==> src/ucd_pkg.sv <==
`default_nettype none
package ucd_pkg;
   typedef enum logic [2:0] {
      ST_LOAD,
      ST_ROOT,
      ST_SCAN,
      ST_CHECK,
      ST_POP,
      ST_CLEAR,
      ST_DONE
   } state_type;
endpackage
`default_nettype wire

==> src/undirected_cycle_detect.sv <==
`default_nettype none
// Undirected cycle check. Edges arrive one word per cycle, while req_tready is high,
// on the req_ channel (tdata: first_node, second_node; tlast: last_edge); those with
// both nodes below MAX_NODES are written into an edge memory while it has room. The
// word with tlast high starts a depth-first search from every unvisited node below
// node_count, using an explicit stack of (node, entry edge, scan position). The
// search reads each edge from the single-port edge memory and then compares it;
// returning to a parent goes through a pop state for the registered stack read.
// After the search the visited bits are cleared. req_tready is low during the
// search and until the result word (tdata: has_cycle, edge_overflow) is taken on
// the rsp_ channel.
module undirected_cycle_detect #(
   parameter int MAX_NODES = 64,
   parameter int MAX_EDGES = 256
) (
   input  wire logic        clock,
   input  wire logic        reset,
   input  wire logic        csr_wr_en,
   input  wire logic [6:0]  csr_wr_data,
   input  wire logic        req_tvalid,
   output logic             req_tready,
   input  wire logic [15:0] req_tdata,   // [5:0] first_node, [11:6] second_node
   input  wire logic        req_tlast,   // last_edge
   output logic             rsp_tvalid,
   input  wire logic        rsp_tready,
   output logic [7:0]       rsp_tdata    // [0] has_cycle, [1] edge_overflow
);
   import ucd_pkg::*;

   localparam int NW = $clog2(MAX_NODES);
   localparam int EW = $clog2(MAX_EDGES) + 1;  // holds MAX_EDGES itself
   localparam int SW = $clog2(MAX_NODES + 1);
   localparam int AW = (MAX_EDGES > 1) ? $clog2(MAX_EDGES) : 1;

   state_type  state_ff, state_in;
   logic [6:0] count_ff;
   logic [EW-1:0] total_ff, total_in;
   logic drop_ff, drop_in, cyc_ff, cyc_in;
   logic [NW:0] root_ff, root_in;
   logic [SW-1:0] lvl_ff, lvl_in;
   logic [MAX_NODES-1:0] vis_ff;
   logic vis_set, vis_clr;
   logic [NW-1:0] vis_idx;

   // edge memory
   logic [11:0] edge_mem [MAX_EDGES];
   logic [11:0] edge_rd;
   logic        ed_we;
   logic [AW-1:0] ed_addr;
   // stack memory: node, entry edge, scan position
   logic [NW-1:0] stk_node [MAX_NODES];
   logic [EW-1:0] stk_from [MAX_NODES];
   // top-of-stack copy kept in registers
   logic [NW-1:0] here_ff, here_in;
   logic [EW-1:0] from_ff, from_in, pos_ff, pos_in;
   logic [EW-1:0] spos [MAX_NODES];
   logic push;
   // registered read of the parent entry
   logic [NW-1:0] stk_raddr;
   logic [NW-1:0] pop_node;
   logic [EW-1:0] pop_from, pop_pos;

   logic [5:0] a_in, b_in;
   logic a_ok, b_ok;
   assign a_in = req_tdata[5:0];
   assign b_in = req_tdata[11:6];
   assign a_ok = 32'(a_in) < MAX_NODES;
   assign b_ok = 32'(b_in) < MAX_NODES;

   logic req_fire;
   assign req_fire = req_tvalid && req_tready;
   assign req_tready = (state_ff == ST_LOAD);
   assign rsp_tvalid = (state_ff == ST_DONE);
   assign rsp_tdata = {6'd0, drop_ff, cyc_ff};

   logic [NW:0] limit;
   assign limit = (32'(count_ff) > MAX_NODES) ? (NW+1)'(MAX_NODES) : (NW+1)'(count_ff);

   // compare unit on the fetched edge
   logic [NW-1:0] e_lo, e_hi, other;
   logic hit;
   assign e_lo = NW'(edge_rd[5:0]);
   assign e_hi = NW'(edge_rd[11:6]);
   always_comb begin
      hit = 1'b1;
      other = e_hi;
      if (e_lo == here_ff) other = e_hi;
      else if (e_hi == here_ff) other = e_lo;
      else hit = 1'b0;
   end
   logic [EW-1:0] cur_e;
   assign cur_e = pos_ff - EW'(1);

   assign ed_we = req_fire && a_ok && b_ok && (32'(total_ff) < MAX_EDGES);
   assign ed_addr = ed_we ? AW'(total_ff) : AW'(pos_ff);

   always_ff @(posedge clock) begin
      if (ed_we) edge_mem[ed_addr] <= {b_in[5:0], a_in[5:0]};
      edge_rd <= edge_mem[ed_addr];
   end

   // next state
   always_comb begin
      state_in = state_ff;
      case (state_ff)
         ST_LOAD:  if (req_fire && req_tlast) state_in = ST_ROOT;
         ST_ROOT:  if (root_ff >= limit) state_in = ST_CLEAR;
                   else if (!vis_ff[NW'(root_ff)]) state_in = ST_SCAN;
         ST_SCAN:  if (pos_ff >= total_ff) state_in = (lvl_ff == SW'(1)) ? ST_ROOT : ST_POP;
                   else state_in = ST_CHECK;
         ST_CHECK: if (hit && cur_e != from_ff && vis_ff[other]) state_in = ST_CLEAR;
                   else state_in = ST_SCAN;
         ST_POP:   state_in = ST_SCAN;
         ST_CLEAR: if (root_ff == (NW+1)'(MAX_NODES - 1)) state_in = ST_DONE;
         ST_DONE:  if (rsp_tready) state_in = ST_LOAD;
         default:  state_in = ST_LOAD;
      endcase
   end

   // datapath control
   always_comb begin
      total_in = total_ff; drop_in = drop_ff; cyc_in = cyc_ff; root_in = root_ff;
      lvl_in = lvl_ff; here_in = here_ff; from_in = from_ff; pos_in = pos_ff;
      vis_set = 1'b0; vis_clr = 1'b0; vis_idx = NW'(root_ff); push = 1'b0;
      case (state_ff)
         ST_LOAD: begin
            if (ed_we) total_in = total_ff + EW'(1);
            else if (req_fire && a_ok && b_ok) drop_in = 1'b1;
            root_in = '0; cyc_in = 1'b0;
         end
         ST_ROOT: begin
            if (root_ff >= limit) root_in = '0;
            else if (!vis_ff[NW'(root_ff)]) begin
               vis_set = 1'b1; here_in = NW'(root_ff); from_in = EW'(MAX_EDGES);
               pos_in = '0; lvl_in = SW'(1);
            end else root_in = root_ff + (NW+1)'(1);
         end
         ST_SCAN: begin
            if (pos_ff >= total_ff) begin
               lvl_in = lvl_ff - SW'(1);
               if (lvl_ff == SW'(1)) root_in = root_ff + (NW+1)'(1);
            end else pos_in = pos_ff + EW'(1);
         end
         ST_CHECK: begin
            if (hit && cur_e != from_ff) begin
               if (vis_ff[other]) begin cyc_in = 1'b1; root_in = '0; end
               else if (32'(lvl_ff) < MAX_NODES) begin
                  push = 1'b1; vis_set = 1'b1; vis_idx = other;
                  here_in = other; from_in = cur_e; pos_in = '0;
                  lvl_in = lvl_ff + SW'(1);
               end
            end
         end
         ST_POP: begin
            // parent entry comes back from the stack memory
            here_in = pop_node; from_in = pop_from; pos_in = pop_pos;
         end
         ST_CLEAR: begin
            vis_clr = 1'b1; root_in = root_ff + (NW+1)'(1);
            total_in = '0; lvl_in = '0;
         end
         ST_DONE: if (rsp_tready) drop_in = 1'b0;
         default: ;
      endcase
   end

   // stack: save parent's entry when a child is pushed, read the parent back
   assign stk_raddr = NW'(lvl_ff - SW'(2));
   always_ff @(posedge clock) begin
      if (push) begin
         stk_node[NW'(lvl_ff - SW'(1))] <= here_ff;
         stk_from[NW'(lvl_ff - SW'(1))] <= from_ff;
         spos[NW'(lvl_ff - SW'(1))] <= pos_ff;
      end
      pop_node <= stk_node[stk_raddr];
      pop_from <= stk_from[stk_raddr];
      pop_pos  <= spos[stk_raddr];
   end

   always_ff @(posedge clock) begin
      if (reset) begin
         state_ff <= ST_LOAD; count_ff <= 7'd64; total_ff <= '0; drop_ff <= 1'b0;
         cyc_ff <= 1'b0; root_ff <= '0; lvl_ff <= '0; vis_ff <= '0;
      end else begin
         state_ff <= state_in; total_ff <= total_in; drop_ff <= drop_in;
         cyc_ff <= cyc_in; root_ff <= root_in; lvl_ff <= lvl_in;
         if (csr_wr_en) count_ff <= csr_wr_data;
         if (vis_set) vis_ff[vis_idx] <= 1'b1;
         if (vis_clr) vis_ff[NW'(root_ff)] <= 1'b0;
      end
      here_ff <= here_in; from_ff <= from_in; pos_ff <= pos_in;
   end
endmodule
`default_nettype wire

==> config.mk <==
export PLATFORM = sky130hd
export DESIGN_NAME = undirected_cycle_detect
export DESIGN_NICKNAME = d
export VERILOG_FILES = /design/src/ucd_pkg.sv /design/src/undirected_cycle_detect.sv
export SDC_FILE = /design/constraint.sdc
export NUM_CORES = 2
export LEC_CHECK = 0
export ABC_AREA = 1
export BUFFER_PORTS_ARGS = -buffer_cell sky130_fd_sc_hd__buf_2
export CAP_MARGIN = 15
export CELL_PAD_IN_SITES_DETAIL_PLACEMENT = 1
export CELL_PAD_IN_SITES_GLOBAL_PLACEMENT = 2
export CORE_ASPECT_RATIO = 0.8
export CORE_MARGIN = 2
export CORE_UTILIZATION = 42
export DETAILED_ROUTE_END_ITERATION = 10
export HOLD_SLACK_MARGIN = 0.05
export PLACE_DENSITY = 0.81
export SYNTH_ARGS = -nofsm -noshare
export SYNTH_HDL_FRONTEND = slang
export SYNTH_MEMORY_MAX_BITS = 65536
export SYNTH_SLANG_ARGS = --single-unit
==> constraint.sdc <==
create_clock -name clock -period 5 [get_ports clock]
set_input_delay 1 -clock clock [delete_from_list [all_inputs] [get_ports clock]]
set_output_delay 1 -clock clock [all_outputs]
set_load 0.005 [all_outputs]
Word-level counts from Yosys, hierarchy flattened
Memory sizes are Yosys's and may differ from the RTL's. A register that Yosys moved wholly into a read port is not among the register bits.
Cells that the tools add are included.
Storage, ports and cells
  bits in registers: 123
  memory bits (writable): 4608
  bits of input ports: 29
  output and inout port bits: 10
  logic and storage cells: 170
  memories kept: 4
Operators by class
  add/sub/neg operators: 7
  $lt $le $gt $ge: 10
  equality and inequality tests: 28
  multiplexer cells: 84
  bitwise operators: 3
  reduce and logical (&&, ||, !) cells: 23
Memories
  edge_mem: depth 256, bits a word 12, read ports 1, clocked after memory_dff 1, wr ports 1, RTL line undirected_cycle_detect.sv:46  | logic [11:0] edge_mem [MAX_EDGES];
  spos: depth 64, bits a word 9, read ports 1, clocked after memory_dff 1, wr ports 1, RTL line undirected_cycle_detect.sv:56  | logic [EW-1:0] spos [MAX_NODES];
  stk_from: depth 64, bits a word 9, read ports 1, clocked after memory_dff 1, wr ports 1, RTL line undirected_cycle_detect.sv:52  | logic [EW-1:0] stk_from [MAX_NODES];
  stk_node: depth 64, bits a word 6, read ports 1, clocked after memory_dff 1, wr ports 1, RTL line undirected_cycle_detect.sv:51  | logic [NW-1:0] stk_node [MAX_NODES];
Operators with widths (count)
  $mux 64: 3
  $mux 9: 12
  $mux 7: 13
  $mux 6: 11
  $and 64x64->64: 1
  $not 64->64: 1
  $or 64x64->64: 1
  $pmux 9 s4: 1
  $pmux 7 s5: 1
  $pmux 7 s4: 1
  $pmux 9 s3: 1
  $mux 3: 8
  $mux 1: 22
  $ne 2x2->1 const B: 11
  $lt 6x7->1 const B: 3
  $pmux 3 s7: 1
  $add 9x1->9 const B: 2
  $pmux 6 s3: 1
  $pmux 9 s2: 1
  $add 7x1->7 const B: 2
  $reduce_and 7->1: 2
  $bmux 1 s6: 2
  $demux 1 s6: 2
  $eq 6x6->1: 2
  29 further kinds: 50

Longest topological paths before layout
  depth in word-level cells: 17
  mapped depth: 24
  mapped depth without buffers: 22

Worst setup path after synthesis
Ideal clock, no wire load.
  path kind: flip-flop to flip-flop
  start: reg pos_ff[0]
  end: mem spos[10][0] (netlist bit) (enable)
  arrival time: 4.473 ns
  required time: 4.595 ns
  slack: 0.123 ns
  cell stages (with the launch flop): 18
  path buffers: 1
  period minus slack after synthesis: 4.877 ns
  cell sequence: edfxtp_1 -> inv_1 -> ha_1 -> nand3_1 -> nor2_1 -> nand4_1 -> xor2_1 -> or2_1 -> nand2_1 -> nor2_1 -> nand3_2 -> nand3_1 -> nor2_4 -> nand3_4 -> buf_12 -> nor2_1 -> nand2_1 -> nor2_1
Between the ends
  longest elaborated chain between the ends: 7
RTL lines
  start: declaration: RTL line undirected_cycle_detect.sv:55  | logic [EW-1:0] from_ff, from_in, pos_ff, pos_in;
  start signal: assignment: RTL line undirected_cycle_detect.sv:191  | here_ff <= here_in; from_ff <= from_in; pos_ff <= pos_in;
  $sub 9x1->9: RTL line undirected_cycle_detect.sv:92  | assign cur_e = pos_ff - EW'(1);
  $ne 9x9->1: RTL line undirected_cycle_detect.sv:145  | if (hit && cur_e != from_ff) begin
  $logic_and 1x1->1: RTL line undirected_cycle_detect.sv:145
  $mux 1: RTL line undirected_cycle_detect.sv:145
  $mux 1: RTL line undirected_cycle_detect.sv:125  | case (state_ff)
  $mux 1: RTL line undirected_cycle_detect.sv:170  | if (push) begin
  $mux 1 (implied by the code): RTL line undirected_cycle_detect.sv:173  | spos[NW'(lvl_ff - SW'(1))] <= pos_ff;
  end: declaration: RTL line undirected_cycle_detect.sv:56
Every way passes these cells.

Worst setup path in the final report
  start: reg state_ff[2]
  end: reg edge_rd[11], read port of edge_mem
Between the ends
  longest elaborated chain between the ends: 4
RTL lines
  start: declaration: RTL line undirected_cycle_detect.sv:35  | state_type state_ff, state_in;
  start signal: assignment: RTL line undirected_cycle_detect.sv:185  | state_ff <= state_in; total_ff <= total_in; drop_ff <= drop_in;
  $logic_not 3->1: RTL line undirected_cycle_detect.sv:72  | assign req_tready = (state_ff == ST_LOAD);
  $logic_and 1x1->1: RTL line undirected_cycle_detect.sv:71  | assign req_fire = req_tvalid && req_tready;
  $logic_and 1x1->1: RTL line undirected_cycle_detect.sv:94  | assign ed_we = req_fire && a_ok && b_ok && (32'(total_ff) < MAX_EDGES);
  $mux 8: RTL line undirected_cycle_detect.sv:95  | assign ed_addr = ed_we ? AW'(total_ff) : AW'(pos_ff);
  end: declaration: RTL line undirected_cycle_detect.sv:47  | logic [11:0] edge_rd;
Every way passes these cells.
A chain may end at the register's enable or synchronous reset.

==> run metrics <==
core footprint=433000 um2; worst setup margin=0.123 ns; sequential fraction of the synthesis area=0.775; Starting Density=0.423; minimum clock period=4.88 ns; H-tree depth=5; final RePlAce weighted congestion=0.884; hold path start=csr_wr_data[5]; Num CTS Buffers=448; Max Slew Vio Count=0; total gr overflow=0; Max FO, Critical Path=36; reg2reg setup slack=0.12 ns; most numerous cell on the critical path=buf_4; Nets=13.2k; Vias/cell=6.23; critical path type=reg -> reg; Post-CTS Setup Inserts=0; syn_area_per_cell=14.6 um2; Sw Ratio=0.362; layout cells sized above 1=0.139; post-route ant nets=0; Mapped Cells=12.6k; Max Fclk=205 MHz; worst hold slack=0.209 ns; Clock Tree Buf Depth=4; Required @ worst endpoint=5.85 ns; Worst Setup SP=state_ff[2]; die area=441000 um2; clock root buffer=clkbuf_16; Slowest Stage Delay on Critical Path=0.59 ns; first-pass GRT wire length=870000 um; IO Pins=39; Final period util=0.975; Max IR drop VDD=0.000352 V; post-DP HPWL=365000 um; final hold violations=0; clock group share of total power=0.298; DRC errors left=0; nature of the critical path endpoint=register; final WL=608000 um; register bit total from synthesis=4767; combinational share of power=0.312; fin util=0.488; ys async rst share=0; vias in the first global route=122k; main flop type after synthesis=edfxtp_1; number of synthesized flops with an enable pin=4632; DR WL/cell=31.4 um; Worst-path clk slew=0.07 ns; RSZ-0062 raised after global routing=false; 1st-iter DRT viols=17.7k; Startpoint Class=register; row count=216; internal power=74.8 mW; reg2reg path depth=18; library cells used by synthesis=62; Die Wd=742 um; PwrDens=554 nW/um2; hold buffer count at CTS=0; Synth area leader=edfxtp_1; dpl ws=-0.505 ns; skew final=0.100 ns; Hold Path Depth=3; Least-Margin Pin Slew=1.21 ns; Reg-to-Reg End=edge_rd[11]; Yosys top cell area share=0.760; Hold Crit Class=in -> reg; Area contributors post-synth=edfxtp_1 (76%), a22oi_1 (6.4%), nor2_1 (3.0%); Max-Slew Margin vs Limit=0.181; Reg2Reg Launch Point=state_ff[2]; DRT Pass-1 Iters=7; GR Util All Layers=0.267; via count=121k; worst-path cell chain=inv_2 > nand2_2 > nor2_4 > nand2_2 > buf_4 > nor2_1 > a21oi_2 > nor2_4 > inv_6 > buf_12 > buf_4 > a21oi_1 > nor4_1 > buf_4 > o22ai_1 > buf_4 > nor2_1 > nand4_1; clk_lat worst skew=1.05 ns; Critical Path Slowest Stage Cell=nor2_1; Synth Cell Area=183000 um2; pin count of the biggest net entering global routing=175; IO Port Bufs=28; CTS sink cnt=4767; Final setup viols=0; Flop pwr share=0.390; hold worst-path end=count_ff[5]; setup_tns=0 ns; Synth-to-Final Area Change=15.5%; count of warnings emitted by yosys=0; Die H=594 um; Net Switching=42.4 mW; max-cap check violation count=0; Critical Path AT=5.73 ns; Pleak=68.0 nW; initial antenna violation count=46; CTS tree=done; outcome=complete, no violations
## power groups by stage
stage	sequential, mW	combinational [mW]	clock [mW]
global route	45.8	38.4	36.5
floorplan	46.9	17.4	0
detailed placement	46.6	35.2	0
CTS	45.8	35.6	35.2
finish	45.8	36.6	34.9
global placement	46.6	34.1	0
## per-layer routing
layer / track usage / vias to the layer above / share of wire
met5: 0 / - / 0.00024
met4: 0.0821 / 22 / 0.032
met3: 0.0631 / 1083 / 0.11
met2: 0.402 / 6772 / 0.45
met1: 0.386 / 62800 / 0.41
li1: - / 50000 / -
## synthesized netlist by cell type (19+ instances only)
cell type,n
a21oi_1,633
a22oi_1,1550
buf_1,82
buf_2,187
clkbuf_1,562
dfxtp_1,135
edfxtp_1,4632
ha_1,26
inv_1,190
inv_2,24
nand2_1,829
nand2_2,22
nand3_1,152
nand4_1,72
nor2_1,1450
nor2_4,19
nor3_1,68
nor4_1,80
o211ai_1,29
o21ai_0,1059
o221ai_1,46
o22ai_1,472
o31ai_1,24
o32ai_1,24
or2_2,29
## stage by stage
| step | power, mW | std cells | area [um2] |
|---|---|---|---|
| after detailed placement | 81.9 | 18500 | 197000 |
| after global routing | 121 | 19400 | 211000 |
| after global placement | 80.6 | 18500 | 196000 |
| after floorplan | 64.3 | 12600 | 183000 |
| after CTS | 117 | 19300 | 211000 |
| final | 117 | 19400 | 211000 |
## cells in the final DEF (no fill, tap or decap), types with 15 or more instances in the layout
cell type / netlist / routed
clkbuf_16: 0 / 451
o211ai_1: 29 / 29
edfxtp_1: 4632 / 4632
nand2_2: 22 / 24
or2_2: 29 / 29
bufinv_16: 0 / 56
nor2_1: 1450 / 1376
nand4_1: 72 / 72
clkinv_1: 6 / 101
o21bai_1: 18 / 18
a22oi_1: 1550 / 1550
nor2_2: 6 / 62
nor2_4: 19 / 37
buf_12: 1 / 141
nor3_1: 68 / 59
nand3_1: 152 / 140
xor2_1: 18 / 16
o41ai_1: 17 / 17
clkinv_2: 0 / 102
inv_2: 24 / 18
a21oi_1: 633 / 633
o32ai_1: 24 / 24
clkbuf_1: 562 / 89
o221ai_1: 46 / 46
nand2_1: 829 / 827
inv_1: 190 / 188
o22ai_1: 472 / 472
inv_6: 0 / 15
o21ai_0: 1059 / 1059
dfxtp_1: 135 / 133
ha_1: 26 / 25
nor4_1: 80 / 78
buf_2: 187 / 18
o31ai_1: 24 / 24
buf_4: 14 / 822
nand3_2: 6 / 18
## registers in the layout, indices dropped and copies added, names as in the netlist, 3 cells and up
signal	count
stk_from	576
total_ff	9
stk_node	384
here_ff	6
pos_ff	9
root_ff	7
pop_from	9
pop_pos	9
edge_mem	3072
lvl_ff	7
pop_node	6
edge_rd	12
spos	576
vis_ff	64
count_ff	7
state_ff	3
from_ff	9
## cell families (layout without fill, tap and decap cells)
logic type,after synthesis,in the layout,share of synthesized area
DFF,4767,4767,0.775
AOI/OAI and AO/OA,3931,3931,0.136
and+or+nand+nor,2758,2758,0.0628
buffers and inverters,1074,2064,0.0240
adders and majority gates,26,26,0.00178
xor gates and xnor gates,21,21,0.00100
other,1,19,0.0000205
## worst max-delay path, delay by kind of cell (launching register included)
| family | cells | cell delay, ns |
|---|---|---|
| simple gates | 8 | 1.85 |
| buf+inv | 7 | 1.72 |
| compound gates | 3 | 0.54 |
| flops | 1 | 0.52 |
## final cells by class
cell class                      instances  area [um2]
Tap cell                             5777        7230
Fill cell                           42100      222000
Multi-Input combinational cell       6742       37300
Clock inverter                        295        3150
Antenna cell                           13        32.5
Inverter                              222         901
Sequential cell                      4767      142000
Clock buffer                          541       11600
Timing Repair Buffer                 1006        9390
## repair_timing
item                       4_1_cts  5_1_grt
hold endpoints to repair         0        0
resized for setup                0        6
setup endpoints to repair        0     1230
## worst max-delay path by stage
stage	endpoint	slack [ns]
final	edge_rd[11]	0.12
after global routing	edge_rd[11]	0.007
after CTS	edge_rd[10]	0.01
after detailed placement	edge_rd[10]	-0.51
after global placement	edge_rd[10]	-0.47
after floorplan	spos[10][0]	0.12
(Power assumes the default switching activity.)
